### config.mk
export PLATFORM = sky130hd
export DESIGN_NAME = manifest_stream_parser_core
export DESIGN_NICKNAME = d
export VERILOG_FILES = /design/src/rtl/msp_pkg.sv /design/src/rtl/manifest_stream_parser_core.sv
export SDC_FILE = /design/constraint.sdc
export NUM_CORES = 1
export LEC_CHECK = 0
export BUFFER_PORTS_ARGS = -buffer_cell sky130_fd_sc_hd__buf_4
export CAP_MARGIN = 20
export CORE_ASPECT_RATIO = 1.25
export CORE_MARGIN = 8
export CORE_UTILIZATION = 45
export DETAILED_ROUTE_END_ITERATION = 10
export HOLD_SLACK_MARGIN = 0.08
export PLACE_DENSITY = 0.58
export SLEW_MARGIN = 15
export SYNTH_ARGS = -nofsm -noshare
export SYNTH_HDL_FRONTEND = slang
export SYNTH_SLANG_ARGS = --single-unit
### constraint.sdc
create_clock -name clk -period 13.8 [get_ports clk]
set_input_delay 1.38 -clock clk [delete_from_list [all_inputs] [get_ports clk]]
set_output_delay 1.38 -clock clk [all_outputs]
set_load 0.02 [all_outputs]
### src/rtl/msp_pkg.sv
// Shared types and constants for the manifest stream parser.
// Holds the one-hot phase encoding, field kind and status codes, and the result record.
// No dependencies.
package msp_pkg;

    typedef enum logic [11:0] {
        PH_MAGIC  = 12'b0000_0000_0001,
        PH_BLEN   = 12'b0000_0000_0010,
        PH_COUNT  = 12'b0000_0000_0100,
        PH_PLEN   = 12'b0000_0000_1000,
        PH_PATH   = 12'b0000_0001_0000,
        PH_OFFSET = 12'b0000_0010_0000,
        PH_SIZE   = 12'b0000_0100_0000,
        PH_FHASH  = 12'b0000_1000_0000,
        PH_FMT    = 12'b0001_0000_0000,
        PH_SLACK  = 12'b0010_0000_0000,
        PH_MHASH  = 12'b0100_0000_0000,
        PH_BEYOND = 12'b1000_0000_0000
    } phase_t;

    localparam logic [3:0] KIND_MAGIC  = 4'd0;
    localparam logic [3:0] KIND_BLEN   = 4'd1;
    localparam logic [3:0] KIND_COUNT  = 4'd2;
    localparam logic [3:0] KIND_PLEN   = 4'd3;
    localparam logic [3:0] KIND_PATH   = 4'd4;
    localparam logic [3:0] KIND_OFFSET = 4'd5;
    localparam logic [3:0] KIND_SIZE   = 4'd6;
    localparam logic [3:0] KIND_FHASH  = 4'd7;
    localparam logic [3:0] KIND_FMT    = 4'd8;
    localparam logic [3:0] KIND_SLACK  = 4'd9;
    localparam logic [3:0] KIND_MHASH  = 4'd10;
    localparam logic [3:0] KIND_BEYOND = 4'd11;

    localparam logic [2:0] ST_OK        = 3'd0;
    localparam logic [2:0] ST_BAD_MAGIC = 3'd1;
    localparam logic [2:0] ST_BODY_LEN  = 3'd2;
    localparam logic [2:0] ST_COUNT     = 3'd3;
    localparam logic [2:0] ST_PATH_LEN  = 3'd4;
    localparam logic [2:0] ST_OVERRUN   = 3'd5;
    localparam logic [2:0] ST_TRUNCATED = 3'd6;

    localparam logic [2:0] CFG_MIN_BODY_LEN   = 3'd0;
    localparam logic [2:0] CFG_MAX_BODY_LEN   = 3'd1;
    localparam logic [2:0] CFG_MAX_FILE_COUNT = 3'd2;
    localparam logic [2:0] CFG_MIN_PATH_LEN   = 3'd3;
    localparam logic [2:0] CFG_MAX_PATH_LEN   = 3'd4;

    localparam logic [31:0] MIN_BODY_FLOOR = 32'd4;
    localparam logic [34:0] HEADER_BYTES   = 35'd8;
    localparam logic [34:0] FIRST_PLEN_END = 35'd14;
    localparam logic [34:0] FIXED_TAIL     = 35'd50;
    localparam logic [15:0] HASH_LAST_IDX  = 16'd31;

    typedef struct packed {
        logic [3:0]  field_kind;
        logic [15:0] byte_in_field;
        logic [31:0] entry_number;
        logic [7:0]  byte_echo;
        logic [63:0] field_value;
        logic        field_complete;
        logic [2:0]  status;
        logic        finished;
    } msp_result_t;

    function automatic logic [7:0] magic_byte(input logic [1:0] idx);
        logic [7:0] b;
        unique case (idx)
            2'd0: b = 8'h4D;
            2'd1: b = 8'h46;
            2'd2: b = 8'h53;
            2'd3: b = 8'h54;
            default: b = 8'h54;
        endcase
        return b;
    endfunction

    function automatic logic [3:0] phase_kind(input phase_t ph);
        logic [3:0] k;
        unique case (ph)
            PH_MAGIC:  k = KIND_MAGIC;
            PH_BLEN:   k = KIND_BLEN;
            PH_COUNT:  k = KIND_COUNT;
            PH_PLEN:   k = KIND_PLEN;
            PH_PATH:   k = KIND_PATH;
            PH_OFFSET: k = KIND_OFFSET;
            PH_SIZE:   k = KIND_SIZE;
            PH_FHASH:  k = KIND_FHASH;
            PH_FMT:    k = KIND_FMT;
            PH_SLACK:  k = KIND_SLACK;
            PH_MHASH:  k = KIND_MHASH;
            default:   k = KIND_BEYOND;
        endcase
        return k;
    endfunction

endpackage

### src/rtl/manifest_stream_parser_core.sv
// Top level of the manifest stream parser: byte parsing, field tagging and output buffering.
// Depends on msp_pkg for the phase encoding, codes and result record.
//
// Usage: manifest bytes enter on the input channel (in_valid, in_stall, data_byte, last),
// one byte per transfer, with last set on the final byte of the buffer. Each byte gives
// exactly one result on the output channel (out_valid, out_stall and the field ports),
// which tags the byte with its field, its position and entry, and the value assembled so far.
// Results are registered, and the block sustains one byte per cycle while in_stall is low;
// the parse state and its compares update per byte. When the receiver stalls, the output
// register holds its result and one further result is caught in a skid register; in_stall
// rises only while that skid register is occupied, so no result is lost and none is repeated.
// The configuration registers are written through cfg_wr_en, cfg_index and cfg_wr_data; the
// user must write them only while the block is idle (not enforced); an unknown index is
// ignored. Reset returns the parser to the magic field with no error and the configuration
// registers to their defaults. After the trailing hash, an error or truncation, every later
// byte is reported as beyond the manifest with the sticky status until the next reset.
module manifest_stream_parser_core (
    input  logic        clk,
    input  logic        rst_n,
    input  logic        in_valid,
    output logic        in_stall,
    input  logic [7:0]  data_byte,
    input  logic        last,
    output logic        out_valid,
    input  logic        out_stall,
    output logic [3:0]  field_kind,
    output logic [15:0] byte_in_field,
    output logic [31:0] entry_number,
    output logic [7:0]  byte_echo,
    output logic [63:0] field_value,
    output logic        field_complete,
    output logic [2:0]  status,
    output logic        finished,
    input  logic        cfg_wr_en,
    input  logic [2:0]  cfg_index,
    input  logic [31:0] cfg_wr_data
);
    import msp_pkg::*;

    logic [31:0] min_body_len_reg;
    logic [31:0] max_body_len_reg;
    logic [31:0] max_file_count_reg;
    logic [15:0] min_path_len_reg;
    logic [15:0] max_path_len_reg;

    phase_t      phase_reg, phase_next;
    logic [15:0] fcount_reg, fcount_next;
    logic [63:0] acc_reg, acc_next;
    logic [31:0] body_len_reg, body_len_next;
    logic [31:0] file_count_reg, file_count_next;
    logic [31:0] entry_reg, entry_next;
    logic [33:0] pos_reg, pos_next;
    logic [15:0] path_len_reg, path_len_next;
    logic [2:0]  err_reg, err_next;

    msp_result_t out_reg, skid_reg, res;
    logic        out_valid_reg, skid_valid_reg;
    logic        in_fire, out_free;

    logic [63:0] acc_upd;
    logic        numeric;
    logic [34:0] end_pos, pos1;
    logic [31:0] ent_inc;
    phase_t      next_ph;
    logic        done, fin;
    logic [2:0]  err;

    assign in_stall  = skid_valid_reg;
    assign in_fire   = in_valid && !skid_valid_reg;
    assign out_free  = !out_valid_reg || !out_stall;

    assign acc_upd = acc_reg | (64'(data_byte) << {fcount_reg[2:0], 3'b000});
    assign end_pos = {3'b000, body_len_reg} + HEADER_BYTES;
    assign pos1    = {1'b0, pos_reg} + 35'd1;
    assign ent_inc = entry_reg + 32'd1;
    assign numeric = (phase_reg == PH_MAGIC) || (phase_reg == PH_BLEN) ||
                     (phase_reg == PH_COUNT) || (phase_reg == PH_PLEN) ||
                     (phase_reg == PH_OFFSET) || (phase_reg == PH_SIZE) ||
                     (phase_reg == PH_FMT);

    always_comb
    begin
        next_ph         = phase_reg;
        done            = 1'b0;
        fin             = 1'b0;
        err             = ST_OK;
        body_len_next   = body_len_reg;
        file_count_next = file_count_reg;
        entry_next      = entry_reg;
        path_len_next   = path_len_reg;

        res.field_kind     = phase_kind(phase_reg);
        res.byte_in_field  = fcount_reg;
        res.entry_number   = 32'd0;
        res.byte_echo      = data_byte;
        res.field_value    = numeric ? acc_upd : {56'd0, data_byte};
        res.field_complete = 1'b0;
        res.status         = ST_OK;
        res.finished       = 1'b0;

        unique case (phase_reg)
            PH_MAGIC:
            begin
                if (data_byte != magic_byte(fcount_reg[1:0]))
                begin
                    err = ST_BAD_MAGIC;
                end
                if (fcount_reg >= 16'd3)
                begin
                    done    = 1'b1;
                    next_ph = PH_BLEN;
                end
            end
            PH_BLEN:
            begin
                if (fcount_reg >= 16'd3)
                begin
                    done          = 1'b1;
                    body_len_next = acc_upd[31:0];
                    if (acc_upd[31:0] < MIN_BODY_FLOOR || acc_upd[31:0] < min_body_len_reg ||
                        acc_upd[31:0] > max_body_len_reg)
                    begin
                        err = ST_BODY_LEN;
                    end
                    else
                    begin
                        next_ph = PH_COUNT;
                    end
                end
            end
            PH_COUNT:
            begin
                if (fcount_reg >= 16'd3)
                begin
                    done            = 1'b1;
                    file_count_next = acc_upd[31:0];
                    entry_next      = 32'd0;
                    if (acc_upd[31:0] == 32'd0 || acc_upd[31:0] > max_file_count_reg)
                    begin
                        err = ST_COUNT;
                    end
                    else if (FIRST_PLEN_END > end_pos)
                    begin
                        err = ST_OVERRUN;
                    end
                    else
                    begin
                        next_ph = PH_PLEN;
                    end
                end
            end
            PH_PLEN:
            begin
                res.entry_number = entry_reg;
                if (fcount_reg >= 16'd1)
                begin
                    done          = 1'b1;
                    path_len_next = acc_upd[15:0];
                    if (acc_upd[15:0] < min_path_len_reg || acc_upd[15:0] > max_path_len_reg)
                    begin
                        err = ST_PATH_LEN;
                    end
                    else if (pos1 + {19'd0, acc_upd[15:0]} + FIXED_TAIL > end_pos)
                    begin
                        err = ST_OVERRUN;
                    end
                    else
                    begin
                        next_ph = (acc_upd[15:0] == 16'd0) ? PH_OFFSET : PH_PATH;
                    end
                end
            end
            PH_PATH:
            begin
                res.entry_number = entry_reg;
                if ({1'b0, fcount_reg} + 17'd1 >= {1'b0, path_len_reg})
                begin
                    done    = 1'b1;
                    next_ph = PH_OFFSET;
                end
            end
            PH_OFFSET:
            begin
                res.entry_number = entry_reg;
                if (fcount_reg >= 16'd7)
                begin
                    done    = 1'b1;
                    next_ph = PH_SIZE;
                end
            end
            PH_SIZE:
            begin
                res.entry_number = entry_reg;
                if (fcount_reg >= 16'd7)
                begin
                    done    = 1'b1;
                    next_ph = PH_FHASH;
                end
            end
            PH_FHASH:
            begin
                res.entry_number = entry_reg;
                if (fcount_reg >= HASH_LAST_IDX)
                begin
                    done    = 1'b1;
                    next_ph = PH_FMT;
                end
            end
            PH_FMT:
            begin
                res.entry_number = entry_reg;
                if (fcount_reg >= 16'd1)
                begin
                    done       = 1'b1;
                    entry_next = ent_inc;
                    if (ent_inc == file_count_reg)
                    begin
                        next_ph = (pos1 < end_pos) ? PH_SLACK : PH_MHASH;
                    end
                    else if (pos1 + 35'd2 > end_pos)
                    begin
                        err = ST_OVERRUN;
                    end
                    else
                    begin
                        next_ph = PH_PLEN;
                    end
                end
            end
            PH_SLACK:
            begin
                if (pos1 >= end_pos)
                begin
                    done    = 1'b1;
                    next_ph = PH_MHASH;
                end
            end
            PH_MHASH:
            begin
                if (fcount_reg >= HASH_LAST_IDX)
                begin
                    done    = 1'b1;
                    fin     = 1'b1;
                    next_ph = PH_BEYOND;
                end
            end
            default:
            begin
                res.field_kind    = KIND_BEYOND;
                res.byte_in_field = 16'd0;
                res.field_value   = 64'd0;
                res.status        = err_reg;
                res.finished      = 1'b1;
            end
        endcase

        fcount_next = done ? 16'd0 : fcount_reg + 16'd1;
        acc_next    = done ? 64'd0 : (numeric ? acc_upd : acc_reg);
        pos_next    = pos_reg + 34'd1;
        err_next    = err_reg;
        phase_next  = next_ph;

        if (phase_reg != PH_BEYOND)
        begin
            res.field_complete = done;
            res.finished       = fin;
            if (err != ST_OK)
            begin
                err_next     = err;
                res.status   = err;
                res.finished = 1'b1;
                phase_next   = PH_BEYOND;
            end
            else if (last && next_ph != PH_BEYOND)
            begin
                err_next     = ST_TRUNCATED;
                res.status   = ST_TRUNCATED;
                res.finished = 1'b1;
                phase_next   = PH_BEYOND;
            end
        end
        else
        begin
            phase_next      = PH_BEYOND;
            fcount_next     = fcount_reg;
            acc_next        = acc_reg;
            pos_next        = pos_reg;
            body_len_next   = body_len_reg;
            file_count_next = file_count_reg;
            entry_next      = entry_reg;
            path_len_next   = path_len_reg;
        end
    end

    always_ff @(posedge clk or negedge rst_n)
    begin
        if (!rst_n)
        begin
            min_body_len_reg   <= 32'd4;
            max_body_len_reg   <= 32'd16777216;
            max_file_count_reg <= 32'd65536;
            min_path_len_reg   <= 16'd1;
            max_path_len_reg   <= 16'd4096;
        end
        else if (cfg_wr_en)
        begin
            unique case (cfg_index)
                CFG_MIN_BODY_LEN:   min_body_len_reg   <= cfg_wr_data;
                CFG_MAX_BODY_LEN:   max_body_len_reg   <= cfg_wr_data;
                CFG_MAX_FILE_COUNT: max_file_count_reg <= cfg_wr_data;
                CFG_MIN_PATH_LEN:   min_path_len_reg   <= cfg_wr_data[15:0];
                CFG_MAX_PATH_LEN:   max_path_len_reg   <= cfg_wr_data[15:0];
                default:
                begin
                end
            endcase
        end
    end

    always_ff @(posedge clk or negedge rst_n)
    begin
        if (!rst_n)
        begin
            phase_reg      <= PH_MAGIC;
            fcount_reg     <= 16'd0;
            acc_reg        <= 64'd0;
            body_len_reg   <= 32'd0;
            file_count_reg <= 32'd0;
            entry_reg      <= 32'd0;
            pos_reg        <= 34'd0;
            path_len_reg   <= 16'd0;
            err_reg        <= ST_OK;
        end
        else if (in_fire)
        begin
            phase_reg      <= phase_next;
            fcount_reg     <= fcount_next;
            acc_reg        <= acc_next;
            body_len_reg   <= body_len_next;
            file_count_reg <= file_count_next;
            entry_reg      <= entry_next;
            pos_reg        <= pos_next;
            path_len_reg   <= path_len_next;
            err_reg        <= err_next;
        end
    end

    always_ff @(posedge clk or negedge rst_n)
    begin
        if (!rst_n)
        begin
            out_valid_reg  <= 1'b0;
            skid_valid_reg <= 1'b0;
        end
        else
        begin
            if (skid_valid_reg)
            begin
                if (out_free)
                begin
                    out_valid_reg  <= 1'b1;
                    skid_valid_reg <= 1'b0;
                end
            end
            else if (in_fire)
            begin
                if (out_free)
                begin
                    out_valid_reg <= 1'b1;
                end
                else
                begin
                    skid_valid_reg <= 1'b1;
                end
            end
            else if (out_free)
            begin
                out_valid_reg <= 1'b0;
            end
        end
    end

    always_ff @(posedge clk)
    begin
        if (skid_valid_reg)
        begin
            if (out_free)
            begin
                out_reg <= skid_reg;
            end
        end
        else if (in_fire)
        begin
            if (out_free)
            begin
                out_reg <= res;
            end
            else
            begin
                skid_reg <= res;
            end
        end
    end

    assign out_valid      = out_valid_reg;
    assign field_kind     = out_reg.field_kind;
    assign byte_in_field  = out_reg.byte_in_field;
    assign entry_number   = out_reg.entry_number;
    assign byte_echo      = out_reg.byte_echo;
    assign field_value    = out_reg.field_value;
    assign field_complete = out_reg.field_complete;
    assign status         = out_reg.status;
    assign finished       = out_reg.finished;

    // The skid register is only ever filled behind a waiting output result.
    assert property (@(posedge clk) disable iff (!rst_n)
        skid_valid_reg |-> out_valid_reg)
        else $error("skid register holds a result while the output register is empty");

    // Once parsing has stopped it never resumes before reset.
    assert property (@(posedge clk) disable iff (!rst_n)
        (phase_reg == PH_BEYOND) |=> (phase_reg == PH_BEYOND))
        else $error("parser left the stopped phase");

    // A recorded error is sticky.
    assert property (@(posedge clk) disable iff (!rst_n)
        (err_reg != ST_OK) |=> $stable(err_reg))
        else $error("sticky error code changed");

    // An error can only be recorded on the way into the stopped phase.
    assert property (@(posedge clk) disable iff (!rst_n)
        (err_reg != ST_OK) |-> (phase_reg == PH_BEYOND))
        else $error("error recorded while parsing continues");

endmodule

### After elaboration in Yosys (flattened, before gate mapping)

Index checks and enable logic that the tools add are counted.

* add/sub/neg operators: 9
* $lt $le $gt $ge: 16
* eq/ne operators: 24
* shift-type cells: 1
* muxes and demuxes: 75
* bitwise operators: 3
* reductions and logical operators: 46

Operators with widths (count)
* two-way mux 129 bit: 4
* two-way mux 64 bit: 4
* two-way mux 12 bit: 21
* one-hot mux 12 bit (11 select lines): 1
* two-way mux 32 bit: 3
* > comparator 35 x 33 -> 1 bit: 2
* > comparator 32 bit: 2
* bitwise OR 64 bit: 1
* one-hot mux 32 bit (2 select lines): 1
* << shifter 8 x 6 -> 64 bit: 1
* one-hot mux 4 bit (10 select lines): 1
* adder 34 x 1 -> 35 bit, second input constant: 1
* adder 35 x 16 -> 35 bit: 1
* adder 35 x 2 -> 35 bit, second input constant: 1
* adder 35 x 6 -> 35 bit, second input constant: 1
* >= comparator 35 x 33 -> 1 bit: 1
* less-than comparator 35 x 33 -> 1 bit: 1
* adder 34 x 1 -> 34 bit, second input constant: 1
* adder 32 x 4 -> 33 bit, second input constant: 1
* > comparator 4 x 33 -> 1 bit, first input constant: 1
* two-way mux 3 bit: 11
* adder 32 x 1 -> 32 bit, second input constant: 1
* equality test 32 bit: 1
* logical NOT 32 bit: 1
* 59 further kinds: 110

* bits in registers: 629
* output and inout port bits: 131

### Logic depth before layout (Yosys ltp)

* depth in word-level cells: 17
* mapped depth: 33

### Least setup slack after synthesis

OpenSTA, ideal clock, no wires.

* kind: input to register
* start point: input in_valid
* end point: register out_reg, in the netlist byte_echo[0], enable pin
* data arrival time: 7.674 ns
* slack: 5.466 ns
* cell stages on the path: 2
* buffers on the path: 0
* cells stage by stage: nor2_1 > a21oi_1

* cells in the longest elaborated chain, start to end: 3

RTL lines
* start, declared: line manifest_stream_parser_core.sv:20 `input logic in_valid,`
* logical AND 1 bit: line manifest_stream_parser_core.sv:69 `assign in_fire = in_valid && !skid_valid_reg;`
* nonzero test 2 bit (no line)
* AND reduction 2 bit (no line)
* end signal, assigned: line manifest_stream_parser_core.sv:389 `out_reg <= skid_reg;`
* end signal, assigned: line manifest_stream_parser_core.sv:396 `out_reg <= res;`
* end, declared: line manifest_stream_parser_core.sv:56 `msp_result_t out_reg, skid_reg, res;`

No other way between the ends.
A chain may end at the register's enable or synchronous reset.

### Worst setup path after layout

* start point: register pos_reg[0]
* end point: register phase_reg[8]

* cells in the longest elaborated chain, start to end: 13
* elaborated cells between the ends (all ways): 30
* those cells by class: add/sub (4); order compare (4); eq/ne (1); mux (19); reduce/logical (2)

RTL lines
* start, declared: line manifest_stream_parser_core.sv:52 `logic [33:0] pos_reg, pos_next;`
* start signal, assigned: line manifest_stream_parser_core.sv:342 `pos_reg <= pos_next;`
* adder 34 x 1 -> 35 bit *: line manifest_stream_parser_core.sv:74 `assign pos1 = {1'b0, pos_reg} + 35'd1;`
* adder 35 x 16 -> 35 bit: line manifest_stream_parser_core.sv:163 `else if (pos1 + {19'd0, acc_upd[15:0]} + FIXED_TAIL > end_pos)`
* adder 35 x 6 -> 35 bit: line manifest_stream_parser_core.sv:163
* > comparator 35 x 33 -> 1 bit: line manifest_stream_parser_core.sv:163
* two-way mux 12 bit: line manifest_stream_parser_core.sv:163
* two-way mux 12 bit: line manifest_stream_parser_core.sv:159 `if (acc_upd[15:0] < min_path_len_reg || acc_upd[15:0] > max_path_len_reg)`
* two-way mux 12 bit: line manifest_stream_parser_core.sv:155 `if (fcount_reg >= 16'd1)`
* one-hot mux 12 bit (11 select lines): line manifest_stream_parser_core.sv:101 `unique case (phase_reg)`
* != test 12 bit: line manifest_stream_parser_core.sv:274 `else if (last && next_ph != PH_BEYOND)`
* logical AND 1 bit: line manifest_stream_parser_core.sv:274
* two-way mux 12 bit: line manifest_stream_parser_core.sv:274
* two-way mux 12 bit *: line manifest_stream_parser_core.sv:267 `if (err != ST_OK)`
* two-way mux 12 bit *: line manifest_stream_parser_core.sv:263 `if (phase_reg != PH_BEYOND)`
* end signal, assigned: line manifest_stream_parser_core.sv:336 `phase_reg <= phase_next;`
* end, declared: line manifest_stream_parser_core.sv:46 `phase_t phase_reg, phase_next;`

Mark *: on every way between the ends. The rest lies on a longest branch, timed or not.

==> metrics.yaml <==
worst_setup_path:
  reg2reg_depth: 28
  critical_path_required_ns: 14.33
  reg2reg_slack_ns: 5.08
  cp.arrival_ns: 9.24
  crit_type: "flop to flop"
  crit_end: "phase_reg[8]"
  crit_path_frequent_cell: "a21oi_1"
  r2r_end: "phase_reg[8]"
  cp-startpoint: "pos_reg[0]"
  start_kind: "flop"
  cpMaxStageDelayCell: "dfrtp_1"
  slowest_delay_ns: 0.64
  worstPathMaxFanout: 16
  endpoint_kind: "flop"
  crit-reg2reg-launch: "pos_reg[0]"
power:
  irDropWorstVdd_uv: 128
  powerDensity_nw_per_um2: 132
  leakage_nw: 17.9
clocking:
  clk_latency_ns: 0.61
  cts_resized: 0
  clk_pin_slew_ns: 0.06
  cts_buffers: 69
  cts.sinks: 629
  post-cts-setup-buffer-count: 0
  tritoncts: "yes"
  ctsHoldBuffers: 0
  cts-root-buf: "clkbuf_16"
  htree_num_levels: 3
  cts_buffer_depth: 3
timing:
  rsz0062_at_grt: "no"
  finalSetupTns_ns: 0
  hold_viol_final: 0
  period_share_pct: 63.2
  setup_viol: 0
  drv_slew: 0
  fmax_mhz: 115
  finalWorstSetupSlack_ns: 5.08
  hold_slack_ns: 0.482
  worst_pin_slew_ns: 1.20
  slew_headroom_pct: 19.2
  fin_crit_ns: 8.72
  skew_ns: 0.0173
route:
  wl_per_cell_um: 21.3
  via_per_inst: 5.67
  wl_um: 110000
  ant_nets: 0
  initialDrtViolationCount: 2041
  drc: 0
  drtPass1Iterations: 5
  num_vias: 29100
die:
  start_util_pct: 45.2
  fp-row-count: 118
  dieArea_um2: 92200
  io_pins: 180
  die_y_um: 337
  die_w_um: 273
  core_um2: 82400
global_route:
  grt_pass1_vias: 28900
  grt_max_degree: 111
  antenna_found_initial: 3
  grt_remaining_overflow: 0
  grt_use_total_pct: 23.5
  grt_pass1_wl_um: 172000
final_layout:
  largest_reg_flops: 129
  final_cells: 5141
  drive_gt1_share_pct: 12.3
  final_nets: 4325
  antenna_cells: 0
  area_delta_synth_final_pct: 12.8
placement:
  dpl.hpwl_um: 80100
  place.gp.congestion: 0.893
  place_ws_ns: 4.67
  placedCellCount: 5013
  port_buffers: 179
logic_synthesis:
  seq_area_frac_synth_pct: 45.8
  synth_edf_count: 258
  synth_top_area_share_pct: 24.6
  syn_area_um2: 37200
  synthArstFlopShare_pct: 59.0
  postSynthCellCount: 3907
  yosys.area.top_type: "dfrtp_1"
  syn_nets: 4227
  synth_seq_cells: 629
  postSynthAreaPerCell_um2: 9.52
  synthFlopType: "dfrtp_1"
  synth_cell_types: 95
  synthTopCellsByArea: "dfrtp_1 25%, edfxtp_1 21%, ha_1 9.1%, nand2_1 4.4%, o21ai_0 3.7%"
  ys_warn_count: 0
outcome:
  outcome: "complete, no violations"
hold_path:
  hold_class: "flop to flop"
job:
  max_cap_violations: 0
-- power by group --
group / internal, mW / switching (mW)
Combinational: 0.525 / 0.934
Sequential: 2.11 / 0.0903
Clock: 1.06 / 0.809
-- layout make-up --
| cell class | instances | area [um^2] |
|---|---|---|
| Clock buffer | 86 | 1880 |
| Tap cell | 1080 | 1350 |
| Inverter | 239 | 897 |
| Fill cell | 7683 | 40400 |
| Timing Repair Buffer | 255 | 1930 |
| Multi-Input combinational cell | 2811 | 18500 |
| Sequential cell | 629 | 17000 |
| Clock inverter | 41 | 382 |
-- cells in the mapped netlist, types with 29 or more instances --
cell type	instances
xnor2_1	145
o21ai_0	277
inv_1	238
a21o_1	52
mux2_2	77
xor2_1	69
nand2_1	440
nor4_1	29
nand4_1	94
ha_1	270
nor2b_1	58
and2_1	40
nand3_1	101
a31oi_1	55
and3_1	35
clkbuf_1	199
dfrtp_1	365
a21oi_1	248
edfxtp_1	258
nor2_1	304
o31ai_1	120
nor3_1	60
-- critical path: cells and delay by family (launching register included) --
kind,cells,cell delay [ns]
xor+xnor,3,0.72
flops,1,0.64
simple gates,12,3.29
fa+ha+maj,3,1.31
compound gates,10,2.65
-- worst min-delay path by stage --
stage,endpoint,from,cells after the start,slack (ns)
global placement,acc_reg[19],acc_reg[19],2,0.46
detailed placement,acc_reg[19],acc_reg[19],2,0.47
floorplan,acc_reg[10],acc_reg[10],2,0.45
finish,acc_reg[29],acc_reg[29],2,0.48
CTS,acc_reg[19],acc_reg[19],2,0.48
global route,acc_reg[19],acc_reg[19],2,0.50
-- logic make-up (layout without fill, tap and decap cells) --
| logic type | Yosys count | after routing | synth area share (%) |
|---|---|---|---|
| multiplexers | 83 | 83 | 2.49 |
| AND/OR/NAND/NOR | 1324 | 1324 | 17.5 |
| AO/OA/AOI/OAI | 919 | 919 | 15.2 |
| flip-flops | 629 | 629 | 45.8 |
| buffers and inverters | 467 | 621 | 4.81 |
| adder cells (fa/ha/maj) | 271 | 271 | 9.14 |
| XOR/XNOR | 214 | 214 | 5.04 |
-- placed cells by master (no fill, tap or decap), types with 23 or more instances in the layout --
master     netlist  routed
nor3_1          60      57
or3_1           24      24
edfxtp_1       258     258
dfrtp_1        365     364
nand3_1        101     101
o21ai_0        277     275
and2_1          40      40
o211ai_1        24      24
ha_1           270     270
o31ai_1        120     120
clkbuf_16        0      72
a21oi_1        248     245
xor2_1          69      69
mux2_2          77      77
nand2_1        440     439
a31oi_1         55      55
nand4_1         94      94
and4_1          23      23
nor2_1         304     298
nor2b_1         58      58
buf_4            2     253
and3_1          35      35
a21o_1          52      52
xnor2_1        145     145
inv_1          238     238
nor4_1          29      28
-- through the flow --
step                      utilization (%)  total power, mW  area (um^2)
after global routing                 50.9             5.81        42000
after global placement               48.2             3.68        39700
after CTS                            50.9             5.57        41900
after floorplan                         -             3.15        37200
after detailed placement             48.2             3.69        39700
final                                50.9             5.52        42000
-- metal layers --
layer  track usage, %  vias to the layer above  wire [um]
li1                 -                    14200          -
met1             30.7                    14100      48100
met2             40.6                      689      53600
met3             2.79                      174       4740
met4             7.59                        6       3200
met5                0                        -         39
Power figures use the tool's default switching activity.
